File: src/sv/lcte_pkg.sv
// shared types and constants for the leb128 chunk text extractor
package lcte_pkg;

    localparam int unsigned QUEUE_DEPTH      = 2;
    localparam int unsigned LEB_MAX_BYTES    = 9;
    localparam int unsigned LEB_PAYLOAD_BITS = 7;
    localparam int unsigned ID_WIDTH         = 64;
    localparam int unsigned IN_TDATA_WIDTH   = 136;
    localparam int unsigned IN_TUSER_WIDTH   = 3;

    // tuser bit positions on the input side
    localparam int unsigned TUSER_FIRST = 0;
    localparam int unsigned TUSER_HEAD  = 1;
    localparam int unsigned TUSER_TAIL  = 2;

    // one classified input word
    typedef struct packed {
        logic [ID_WIDTH-1:0] thread_ident;
        logic [ID_WIDTH-1:0] process_ident;
        logic [7:0]          data_byte;
        logic                leb_more;
        logic                packet_first;
        logic                packet_last;
        logic                head_flag;
        logic                tail_flag;
    } item_t;

endpackage

File: src/sv/leb128_chunk_text_extractor.sv
// top level of the leb128 chunk text extractor
// extracts the data bytes of text chunks from a stream of log packet payload
// bytes, one byte per word; each packet carries key/size/data chunks with the
// key and size as leb128 values, and the data of chunks whose key equals
// text_key comes out one byte per output word, tlast marking the last byte of
// a chunk segment inside a packet; chunks that run past a packet end are
// carried on into the next non-head packet of the same process and thread;
// the block sustains one input word per clock while the output is not stalled:
// the front stage registers each word, a short queue parts it from the back
// stage, and the back stage updates the whole parser state at once for each
// byte, which sets the rate; a text word passes the front register, the queue
// and the output register on its way out, and output stalls hold it back
// further; during a stall the front register and the queue (two words by
// default) keep taking input words until they are full; text_key should be
// written only while idle
module leb128_chunk_text_extractor #(
    parameter int unsigned QueueDepth = lcte_pkg::QUEUE_DEPTH
) (
    input  logic                                clk,
    input  logic                                rst_n,
    // configuration: text chunk key
    input  logic                                text_key_we,
    input  logic [7:0]                          text_key_wdata,
    // input words
    input  logic                                s_axis_tvalid,
    output logic                                s_axis_tready,
    // data_byte [7:0], process_ident [71:8], thread_ident [135:72]
    input  logic [lcte_pkg::IN_TDATA_WIDTH-1:0] s_axis_tdata,
    // packet_first [0], head_flag [1], tail_flag [2]
    input  logic [lcte_pkg::IN_TUSER_WIDTH-1:0] s_axis_tuser,
    // packet_last
    input  logic                                s_axis_tlast,
    // output words
    output logic                                m_axis_tvalid,
    input  logic                                m_axis_tready,
    // text_byte [7:0]
    output logic [7:0]                          m_axis_tdata,
    // segment_end
    output logic                                m_axis_tlast
);

    // front to queue
    logic            fq_valid;
    logic            fq_ready;
    lcte_pkg::item_t fq_item;

    // queue to back
    logic            qb_valid;
    logic            qb_ready;
    lcte_pkg::item_t qb_item;

    // registers and classifies each input word
    lcte_front u_front (
        .clk           (clk),
        .rst_n         (rst_n),
        .s_axis_tvalid (s_axis_tvalid),
        .s_axis_tready (s_axis_tready),
        .s_axis_tdata  (s_axis_tdata),
        .s_axis_tuser  (s_axis_tuser),
        .s_axis_tlast  (s_axis_tlast),
        .item_valid    (fq_valid),
        .item_ready    (fq_ready),
        .item          (fq_item)
    );

    // decouples the front from output stalls
    lcte_queue #(
        .Depth (QueueDepth)
    ) u_queue (
        .clk        (clk),
        .rst_n      (rst_n),
        .push_valid (fq_valid),
        .push_ready (fq_ready),
        .push_item  (fq_item),
        .pop_valid  (qb_valid),
        .pop_ready  (qb_ready),
        .pop_item   (qb_item)
    );

    // parser state machine and output register
    lcte_back u_back (
        .clk            (clk),
        .rst_n          (rst_n),
        .text_key_we    (text_key_we),
        .text_key_wdata (text_key_wdata),
        .item_valid     (qb_valid),
        .item_ready     (qb_ready),
        .item           (qb_item),
        .m_axis_tvalid  (m_axis_tvalid),
        .m_axis_tready  (m_axis_tready),
        .m_axis_tdata   (m_axis_tdata),
        .m_axis_tlast   (m_axis_tlast)
    );

endmodule

File: src/sv/lcte_front.sv
// front stage: accepts input words and classifies them into queue items
module lcte_front (
    input  logic                                     clk,
    input  logic                                     rst_n,
    input  logic                                     s_axis_tvalid,
    output logic                                     s_axis_tready,
    input  logic [lcte_pkg::IN_TDATA_WIDTH-1:0]      s_axis_tdata,
    input  logic [lcte_pkg::IN_TUSER_WIDTH-1:0]      s_axis_tuser,
    input  logic                                     s_axis_tlast,
    output logic                                     item_valid,
    input  logic                                     item_ready,
    output lcte_pkg::item_t                          item
);

    logic            valid_reg;
    logic            valid_next;
    lcte_pkg::item_t item_reg;
    lcte_pkg::item_t item_next;
    logic            take;

    assign s_axis_tready = !valid_reg || item_ready;
    assign take          = s_axis_tvalid && s_axis_tready;

    always_comb
    begin
        item_next               = item_reg;
        valid_next              = valid_reg;
        if (item_ready)
        begin
            valid_next = 1'b0;
        end
        if (take)
        begin
            item_next.data_byte     = s_axis_tdata[7:0];
            item_next.leb_more      = s_axis_tdata[7];
            item_next.process_ident = s_axis_tdata[71:8];
            item_next.thread_ident  = s_axis_tdata[135:72];
            item_next.packet_first  = s_axis_tuser[lcte_pkg::TUSER_FIRST];
            item_next.head_flag     = s_axis_tuser[lcte_pkg::TUSER_HEAD];
            item_next.tail_flag     = s_axis_tuser[lcte_pkg::TUSER_TAIL];
            item_next.packet_last   = s_axis_tlast;
            valid_next              = 1'b1;
        end
    end

    always_ff @(posedge clk or negedge rst_n)
    begin
        if (!rst_n)
        begin
            valid_reg <= 1'b0;
        end
        else
        begin
            valid_reg <= valid_next;
        end
    end

    always_ff @(posedge clk)
    begin
        item_reg <= item_next;
    end

    assign item_valid = valid_reg;
    assign item       = item_reg;

endmodule

File: src/sv/lcte_queue.sv
// short queue of classified items between front and back
module lcte_queue #(
    parameter int unsigned Depth = lcte_pkg::QUEUE_DEPTH
) (
    input  logic            clk,
    input  logic            rst_n,
    input  logic            push_valid,
    output logic            push_ready,
    input  lcte_pkg::item_t push_item,
    output logic            pop_valid,
    input  logic            pop_ready,
    output lcte_pkg::item_t pop_item
);

    localparam int unsigned PtrW = (Depth > 1) ? $clog2(Depth) : 1;
    localparam int unsigned CntW = $clog2(Depth + 1);

    lcte_pkg::item_t mem_reg [Depth];
    logic [PtrW-1:0] wr_ptr_reg;
    logic [PtrW-1:0] wr_ptr_next;
    logic [PtrW-1:0] rd_ptr_reg;
    logic [PtrW-1:0] rd_ptr_next;
    logic [CntW-1:0] count_reg;
    logic [CntW-1:0] count_next;
    logic            push;
    logic            pop;

    assign push_ready = (count_reg != CntW'(Depth));
    assign pop_valid  = (count_reg != '0);
    assign push       = push_valid && push_ready;
    assign pop        = pop_ready && pop_valid;
    assign pop_item   = mem_reg[rd_ptr_reg];

    always_comb
    begin
        wr_ptr_next = wr_ptr_reg;
        rd_ptr_next = rd_ptr_reg;
        count_next  = count_reg;
        if (push)
        begin
            wr_ptr_next = (wr_ptr_reg == PtrW'(Depth - 1)) ? '0 : wr_ptr_reg + 1'b1;
        end
        if (pop)
        begin
            rd_ptr_next = (rd_ptr_reg == PtrW'(Depth - 1)) ? '0 : rd_ptr_reg + 1'b1;
        end
        if (push && !pop)
        begin
            count_next = count_reg + 1'b1;
        end
        else if (pop && !push)
        begin
            count_next = count_reg - 1'b1;
        end
    end

    always_ff @(posedge clk or negedge rst_n)
    begin
        if (!rst_n)
        begin
            wr_ptr_reg <= '0;
            rd_ptr_reg <= '0;
            count_reg  <= '0;
        end
        else
        begin
            wr_ptr_reg <= wr_ptr_next;
            rd_ptr_reg <= rd_ptr_next;
            count_reg  <= count_next;
        end
    end

    always_ff @(posedge clk)
    begin
        if (push)
        begin
            mem_reg[wr_ptr_reg] <= push_item;
        end
    end

endmodule

File: src/sv/lcte_back.sv
// back stage: packet and chunk parser with registered text output
module lcte_back (
    input  logic            clk,
    input  logic            rst_n,
    input  logic            text_key_we,
    input  logic [7:0]      text_key_wdata,
    input  logic            item_valid,
    output logic            item_ready,
    input  lcte_pkg::item_t item,
    output logic            m_axis_tvalid,
    input  logic            m_axis_tready,
    output logic [7:0]      m_axis_tdata,
    output logic            m_axis_tlast
);

    typedef enum logic [1:0] {
        MODE_PARSE = 2'd0,
        MODE_CARRY = 2'd1,
        MODE_DROP  = 2'd2
    } mode_t;

    typedef enum logic [1:0] {
        PH_KEY  = 2'd0,
        PH_SIZE = 2'd1,
        PH_DATA = 2'd2,
        PH_STOP = 2'd3
    } phase_t;

    localparam int unsigned IdW = lcte_pkg::ID_WIDTH;

    logic [7:0]     text_key_reg;
    mode_t          mode_reg, mode_next;
    phase_t         phase_reg, phase_next;
    logic [63:0]    accum_reg, accum_next;
    logic [3:0]     shift_reg, shift_next;
    logic [63:0]    remain_reg, remain_next;
    logic           is_text_reg, is_text_next;
    logic [IdW-1:0] saved_proc_reg, saved_proc_next;
    logic [IdW-1:0] saved_thr_reg, saved_thr_next;
    logic [63:0]    carry_reg, carry_next;
    logic           carry_text_reg, carry_text_next;
    logic           parsed_reg, parsed_next;
    logic           out_valid_reg, out_valid_next;
    logic [7:0]     out_data_reg, out_data_next;
    logic           out_last_reg, out_last_next;
    logic           take;

    assign item_ready = !out_valid_reg || m_axis_tready;
    assign take       = item_valid && item_ready;

    always_comb
    begin
        logic [5:0] sh_amt;
        logic       emit;
        logic       seg;

        mode_next       = mode_reg;
        phase_next      = phase_reg;
        accum_next      = accum_reg;
        shift_next      = shift_reg;
        remain_next     = remain_reg;
        is_text_next    = is_text_reg;
        saved_proc_next = saved_proc_reg;
        saved_thr_next  = saved_thr_reg;
        carry_next      = carry_reg;
        carry_text_next = carry_text_reg;
        parsed_next     = parsed_reg;
        emit            = 1'b0;
        seg             = 1'b0;
        sh_amt          = {2'b00, shift_reg} * 6'd7;

        if (item.packet_first)
        begin
            phase_next   = PH_KEY;
            accum_next   = '0;
            shift_next   = '0;
            remain_next  = '0;
            is_text_next = 1'b0;
            parsed_next  = 1'b0;
            if (item.head_flag)
            begin
                mode_next = MODE_PARSE;
            end
            else if (item.process_ident == saved_proc_reg &&
                     item.thread_ident == saved_thr_reg)
            begin
                mode_next = (carry_reg != '0) ? MODE_CARRY : MODE_PARSE;
            end
            else
            begin
                mode_next = MODE_DROP;
            end
        end

        if (mode_next == MODE_CARRY)
        begin
            if (carry_next != '0)
            begin
                carry_next = carry_next - 64'd1;
            end
            if (carry_text_reg)
            begin
                emit = 1'b1;
                seg  = (carry_next == '0) || item.packet_last;
            end
            if (carry_next == '0)
            begin
                mode_next = MODE_PARSE;
            end
        end
        else if (mode_next == MODE_PARSE)
        begin
            parsed_next = 1'b1;
            if (phase_next == PH_DATA && remain_next == '0)
            begin
                phase_next = PH_KEY;
            end
            sh_amt = {2'b00, shift_next} * 6'd7;
            if (phase_next == PH_KEY || phase_next == PH_SIZE)
            begin
                accum_next = accum_next |
                    (64'(item.data_byte[lcte_pkg::LEB_PAYLOAD_BITS-1:0]) << sh_amt);
                if (!item.leb_more)
                begin
                    if (phase_next == PH_KEY)
                    begin
                        is_text_next = (accum_next == {56'd0, text_key_reg});
                        phase_next   = PH_SIZE;
                    end
                    else
                    begin
                        remain_next = accum_next;
                        phase_next  = PH_DATA;
                    end
                    accum_next = '0;
                    shift_next = '0;
                end
                else
                begin
                    shift_next = shift_next + 4'd1;
                    if (shift_next >= 4'(lcte_pkg::LEB_MAX_BYTES))
                    begin
                        phase_next = PH_STOP;
                        accum_next = '0;
                        shift_next = '0;
                    end
                end
            end
            else if (phase_next == PH_DATA)
            begin
                remain_next = remain_next - 64'd1;
                if (is_text_next)
                begin
                    emit = 1'b1;
                    seg  = (remain_next == '0) || item.packet_last;
                end
            end
        end

        if (item.packet_last)
        begin
            if (mode_next != MODE_DROP && parsed_next && !item.tail_flag)
            begin
                saved_proc_next = item.process_ident;
                saved_thr_next  = item.thread_ident;
                if (phase_next == PH_DATA)
                begin
                    carry_next      = remain_next;
                    carry_text_next = is_text_next;
                end
                else
                begin
                    carry_next      = '0;
                    carry_text_next = 1'b0;
                end
            end
            mode_next = MODE_DROP;
        end

        out_valid_next = m_axis_tready ? 1'b0 : out_valid_reg;
        out_data_next  = out_data_reg;
        out_last_next  = out_last_reg;
        if (take && emit)
        begin
            out_valid_next = 1'b1;
            out_data_next  = item.data_byte;
            out_last_next  = seg;
        end
    end

    always_ff @(posedge clk or negedge rst_n)
    begin
        if (!rst_n)
        begin
            text_key_reg   <= '0;
            mode_reg       <= MODE_PARSE;
            phase_reg      <= PH_KEY;
            accum_reg      <= '0;
            shift_reg      <= '0;
            remain_reg     <= '0;
            is_text_reg    <= 1'b0;
            saved_proc_reg <= '0;
            saved_thr_reg  <= '0;
            carry_reg      <= '0;
            carry_text_reg <= 1'b0;
            parsed_reg     <= 1'b0;
            out_valid_reg  <= 1'b0;
            out_data_reg   <= '0;
            out_last_reg   <= 1'b0;
        end
        else
        begin
            if (text_key_we)
            begin
                text_key_reg <= text_key_wdata;
            end
            if (take)
            begin
                mode_reg       <= mode_next;
                phase_reg      <= phase_next;
                accum_reg      <= accum_next;
                shift_reg      <= shift_next;
                remain_reg     <= remain_next;
                is_text_reg    <= is_text_next;
                saved_proc_reg <= saved_proc_next;
                saved_thr_reg  <= saved_thr_next;
                carry_reg      <= carry_next;
                carry_text_reg <= carry_text_next;
                parsed_reg     <= parsed_next;
            end
            out_valid_reg <= out_valid_next;
            out_data_reg  <= out_data_next;
            out_last_reg  <= out_last_next;
        end
    end

    assign m_axis_tvalid = out_valid_reg;
    assign m_axis_tdata  = out_data_reg;
    assign m_axis_tlast  = out_last_reg;

endmodule

File: config.mk
export PLATFORM = sky130hd
export DESIGN_NAME = leb128_chunk_text_extractor
export DESIGN_NICKNAME = d
export VERILOG_FILES = /design/src/sv/lcte_pkg.sv /design/src/sv/leb128_chunk_text_extractor.sv /design/src/sv/lcte_front.sv /design/src/sv/lcte_queue.sv /design/src/sv/lcte_back.sv
export SDC_FILE = /design/constraint.sdc
export NUM_CORES = 2
export LEC_CHECK = 0
export BUFFER_PORTS_ARGS = -buffer_cell sky130_fd_sc_hd__buf_4
export CAP_MARGIN = 0
export CORE_MARGIN = 8
export CORE_UTILIZATION = 50
export CTS_CLUSTER_DIAMETER = 80
export DETAILED_ROUTE_END_ITERATION = 12
export PLACE_DENSITY = 0.7
export SLEW_MARGIN = 0
export SYNTH_ARGS = -nofsm -noshare
export SYNTH_HDL_FRONTEND = slang
export SYNTH_SLANG_ARGS = --single-unit
File: constraint.sdc
create_clock -name clk -period 7.5 [get_ports clk]
set_input_delay 0.375 -clock clk [delete_from_list [all_inputs] [get_ports clk]]
set_output_delay 0.375 -clock clk [all_outputs]
set_load 0.02 [all_outputs]
==> tab_implementation.tex <==
\begin{tabular}{lr}
\hline
Metric & Value \\
\hline
\multicolumn{2}{l}{\textbf{Routing}} \\
\quad Routed wire length & 114 mm \\
\quad Post-detailed-route count of antenna-violating nets & 0 \\
\quad Number of detailed-route iterations in the first pass & 6 \\
\quad Detail-routed net length per standard cell & between 20 and 25 um \\
\quad Detailed Route Iter0 Violations & 3677 \\
\quad Total via count after detailed routing & around 29000 \\
\quad DRC violation count after routing & 0 \\
\quad Vias per cell & 6.27 \\
\multicolumn{2}{l}{\textbf{Logic synthesis}} \\
\quad Number of enable-type register cells in the synthesized netlist & 420 \\
\quad Gate count after technology mapping & around 3300 \\
\quad Synth warnings & 0 \\
\quad Leading register cell type out of synthesis & edfxtp\_1 \\
\quad Synth async-reset ratio & 45.7\% \\
\quad Avg Synthesized Cell Area & 11.1 um\^{}2 \\
\quad Area of the mapped netlist & 36700 um\^{}2 \\
\quad Flip-flop and latch count after synthesis & 774 \\
\quad Post-Syn Nets & 3458 \\
\quad Sequential element share of the synthesized area & between 50\% and 60\% \\
\quad Distinct cells, synth & 95 \\
\multicolumn{2}{l}{\textbf{Placement}} \\
\quad Placement Setup Slack & 0.943 ns \\
\quad Port buffer count & 163 \\
\quad Routability cong. & 1.03 \\
\quad DP Wirelength & approximately 76 mm \\
\multicolumn{2}{l}{\textbf{Critical path}} \\
\quad Critical path class & reg -> reg \\
\quad Critical Path AT & 7.27 ns \\
\quad Maximum fanout count along the critical path & 29 \\
\quad Startpoint type of the worst setup path & flop \\
\quad Critical path capture point type & flop \\
\quad Required time of the worst setup path & 8.08 ns \\
\multicolumn{2}{l}{\textbf{GRT}} \\
\quad Total congestion overflow & 0 \\
\quad Met1 Track Usage GR & between 30\% and 40\% \\
\quad Grt peak-use layer & met2 \\
\quad Met2 layer usage reported by global route & 42.2\% \\
\quad First-pass GRT wire length & 172 mm \\
\quad Total Routing Usage GR & 27.1\% \\
\quad Pin count of the biggest net entering global routing & approximately 170 \\
\quad Vias in the first global route & 27900 \\
\quad Antenna violations before repair & 2 \\
\quad Met3 GRT Util & 5.37\% \\
\multicolumn{2}{l}{\textbf{Finish}} \\
\quad Synth-to-Final Area Change & 17.8\% \\
\quad Max reg flops & 280 \\
\quad Most frequent standard cell in the layout excluding fill and tap cells & edfxtp\_1 \\
\quad Fraction of final layout cells with drive strength greater than 1 & 12.0\% \\
\quad Most used cells in the layout excluding fill and tap cells & edfxtp\_1 (420), dfrtp\_1 (353), nor2\_1 (323) \\
\quad Net count, final & 3716 \\
\multicolumn{2}{l}{\textbf{Clock tree}} \\
\quad Hold-fix buffer count after cts & 151 \\
\quad CTS tree & built \\
\quad Clk Tree Root Cell & clkbuf\_16 \\
\quad Total clock buffers created by CTS & 82 \\
\quad Sink Count & 774 \\
\quad CTS max path bufs & 3 \\
\quad Clock latency on the worst-skew pair & 0.65 ns \\
\quad Number of H-tree branching levels & 3 \\
\quad Reg clk slew, reported paths & approximately 0.060 ns \\
\quad Total of cells resized after clock tree synthesis & 0 \\
\quad Count of buffers added by post-CTS timing repair for setup & 0 \\
\multicolumn{2}{l}{\textbf{Run status}} \\
\quad Result of the run & complete, no violations \\
\multicolumn{2}{l}{\textbf{Job}} \\
\quad Reported max-cap violation count & 0 \\
\multicolumn{2}{l}{\textbf{Floorplan}} \\
\quad Placeable Area & 72800 um\^{}2 \\
\quad Boundary Pins & 164 \\
\quad Die Y-Extent & roughly 290 um \\
\quad Horizontal die dimension & $\sim$290 um \\
\quad FP Rows & 99 \\
\quad Effective utilization at floorplan & 50.4\% \\
\quad Die area & 82300 um\^{}2 \\
\multicolumn{2}{l}{\textbf{STA}} \\
\quad Slew at the pin closest to its max-slew limit & $\sim$1.3 ns \\
\quad Setup repair after global routing missed its margin & false \\
\quad Max Transition Viols Final & 0 \\
\quad Number of endpoints with negative hold slack in the final report & 0 \\
\quad Setup violators final & 0 \\
\quad Post-route setup TNS & 0 ns \\
\quad Final critical-path share of the clock period & 89.2\% \\
\quad Final worst-path setup slack & between 0.8 and 0.9 ns \\
\quad Setup clock skew after layout & 0.0420 ns \\
\quad Top achievable clock speed & 150 MHz \\
\quad Relative slew slack & 16.5\% \\
\quad Crit path time final & approximately 6.7 ns \\
\multicolumn{2}{l}{\textbf{Power and ir drop}} \\
\quad Static Leakage & 16.6 nW \\
\quad Maximum vdd drop & roughly 0.38 mV \\
\quad Pwr per Cell Area & 457 nW/um\^{}2 \\
\multicolumn{2}{l}{\textbf{Hold path}} \\
\quad Class of the tightest hold or removal check & in -> reg \\
\hline
\end{tabular}
## Yosys cell counts, types with 36 or more instances
library cell    n  area share, %
edfxtp_1      420             34
dfrtp_1       354             24
nor2_1        324            3.3
nand2_1       285            2.9
a21oi_1       274            3.7
o21ai_0       174            2.4
xnor2_1       163            3.9
mux2i_1       147            4.0
clkbuf_1      138            1.4
nor4_1         95            1.6
nor3_1         83            1.1
a22o_1         58            1.4
buf_2          53           0.72
nand3_1        53           0.72
nand4_1        38           0.65
or3_1          36           0.61
## worst paths after layout
| kind | startpoint | to | slack (ns) | cells past startpoint |
|---|---|---|---|---|
| min reg2reg | u_front.item[8]$_DFFE_PP_ | u_queue.mem_reg[0][8]$_DFFE_PP_ | 0.44 | 0 |
| min | m_axis_tready | u_back.m_axis_tvalid$_DFFE_PN0P_ | 0.06 | 3 |
| max | u_queue.rd_ptr_reg$_DFFE_PN0P_ | u_back.is_text_reg$_DFFE_PN0P_ | 0.81 | 16 |
| max reg2reg | u_queue.rd_ptr_reg$_DFFE_PN0P_ | u_back.is_text_reg$_DFFE_PN0P_ | 0.81 | 16 |
| min in group asynchronous | rst_n | u_back.text_key_reg[0]$_DFFE_PN0P_ | 0.37 | 2 |
| max in group asynchronous | rst_n | u_back.saved_thr_reg[27]$_DFFE_PN0P_ | 5.67 | 3 |
## cell families after synthesis
group	Yosys count	synth area share, %
AOI/OAI and AO/OA	846	15.1
xor gates and xnor gates	192	4.58
adders and majority gates	13	0.464
buffers and inverters	244	2.76
DFF	774	58.5
muxes	171	4.78
and+or+nand+nor	1052	13.8
## critical path: stages, from the launching register on
cell     delay (ns)
dfrtp_4        0.76
mux2i_4        0.63
buf_4          0.37
and2_1         0.26
ha_1           0.18
inv_1          0.06
fa_1           0.75
buf_4          0.29
inv_1          0.16
nor2_1         0.48
nand2_1        0.24
o21ai_0        0.54
xnor2_1        0.19
nand4_1        0.14
or4_1          0.62
o32ai_1        0.62
mux2_2         0.27
## final cells by class
type | count | area [um^2]
Sequential cell | 774 | 21500
Clock inverter | 34 | 477
Clock buffer | 119 | 2320
Fill cell | 5938 | 29600
Timing Repair Buffer | 386 | 3350
Antenna cell | 1 | 2.50
Inverter | 32 | 121
Tap cell | 959 | 1200
Multi-Input combinational cell | 2274 | 14300
## through the flow
stage	instance area, um^2	power (mW)	utilization (%)	std cells	hold WS (ns)
3_5_place_dp	38900	15.3	53.4	4274	0.430
2_1_floorplan	36700	12.6	-	3292	0.0794
6_report	43200	19.8	59.4	4579	0.0633
4_1_cts	43200	19.5	59.4	4578	0.0402
5_1_grt	43200	20.7	59.4	4578	0.0521
3_3_place_gp	38900	15.2	53.4	4274	0.423
## power by group
group	total [mW]	internal (mW)	switching, mW	leakage [nW]
combinational	8.80	2.95	5.85	6.84
clock	4.15	2.42	1.73	1.35
sequential	6.81	5.86	0.955	8.45
## metal layers
| layer | part of all wire [%] | vias up |
|---|---|---|
| met2 | 46 | 1441 |
| met3 | 8.4 | 325 |
| met4 | 5.5 | 2 |
| li1 | - | 12900 |
| met5 | 0.011 | - |
| met1 | 40 | 14000 |
Power figures use the tool's default switching activity.
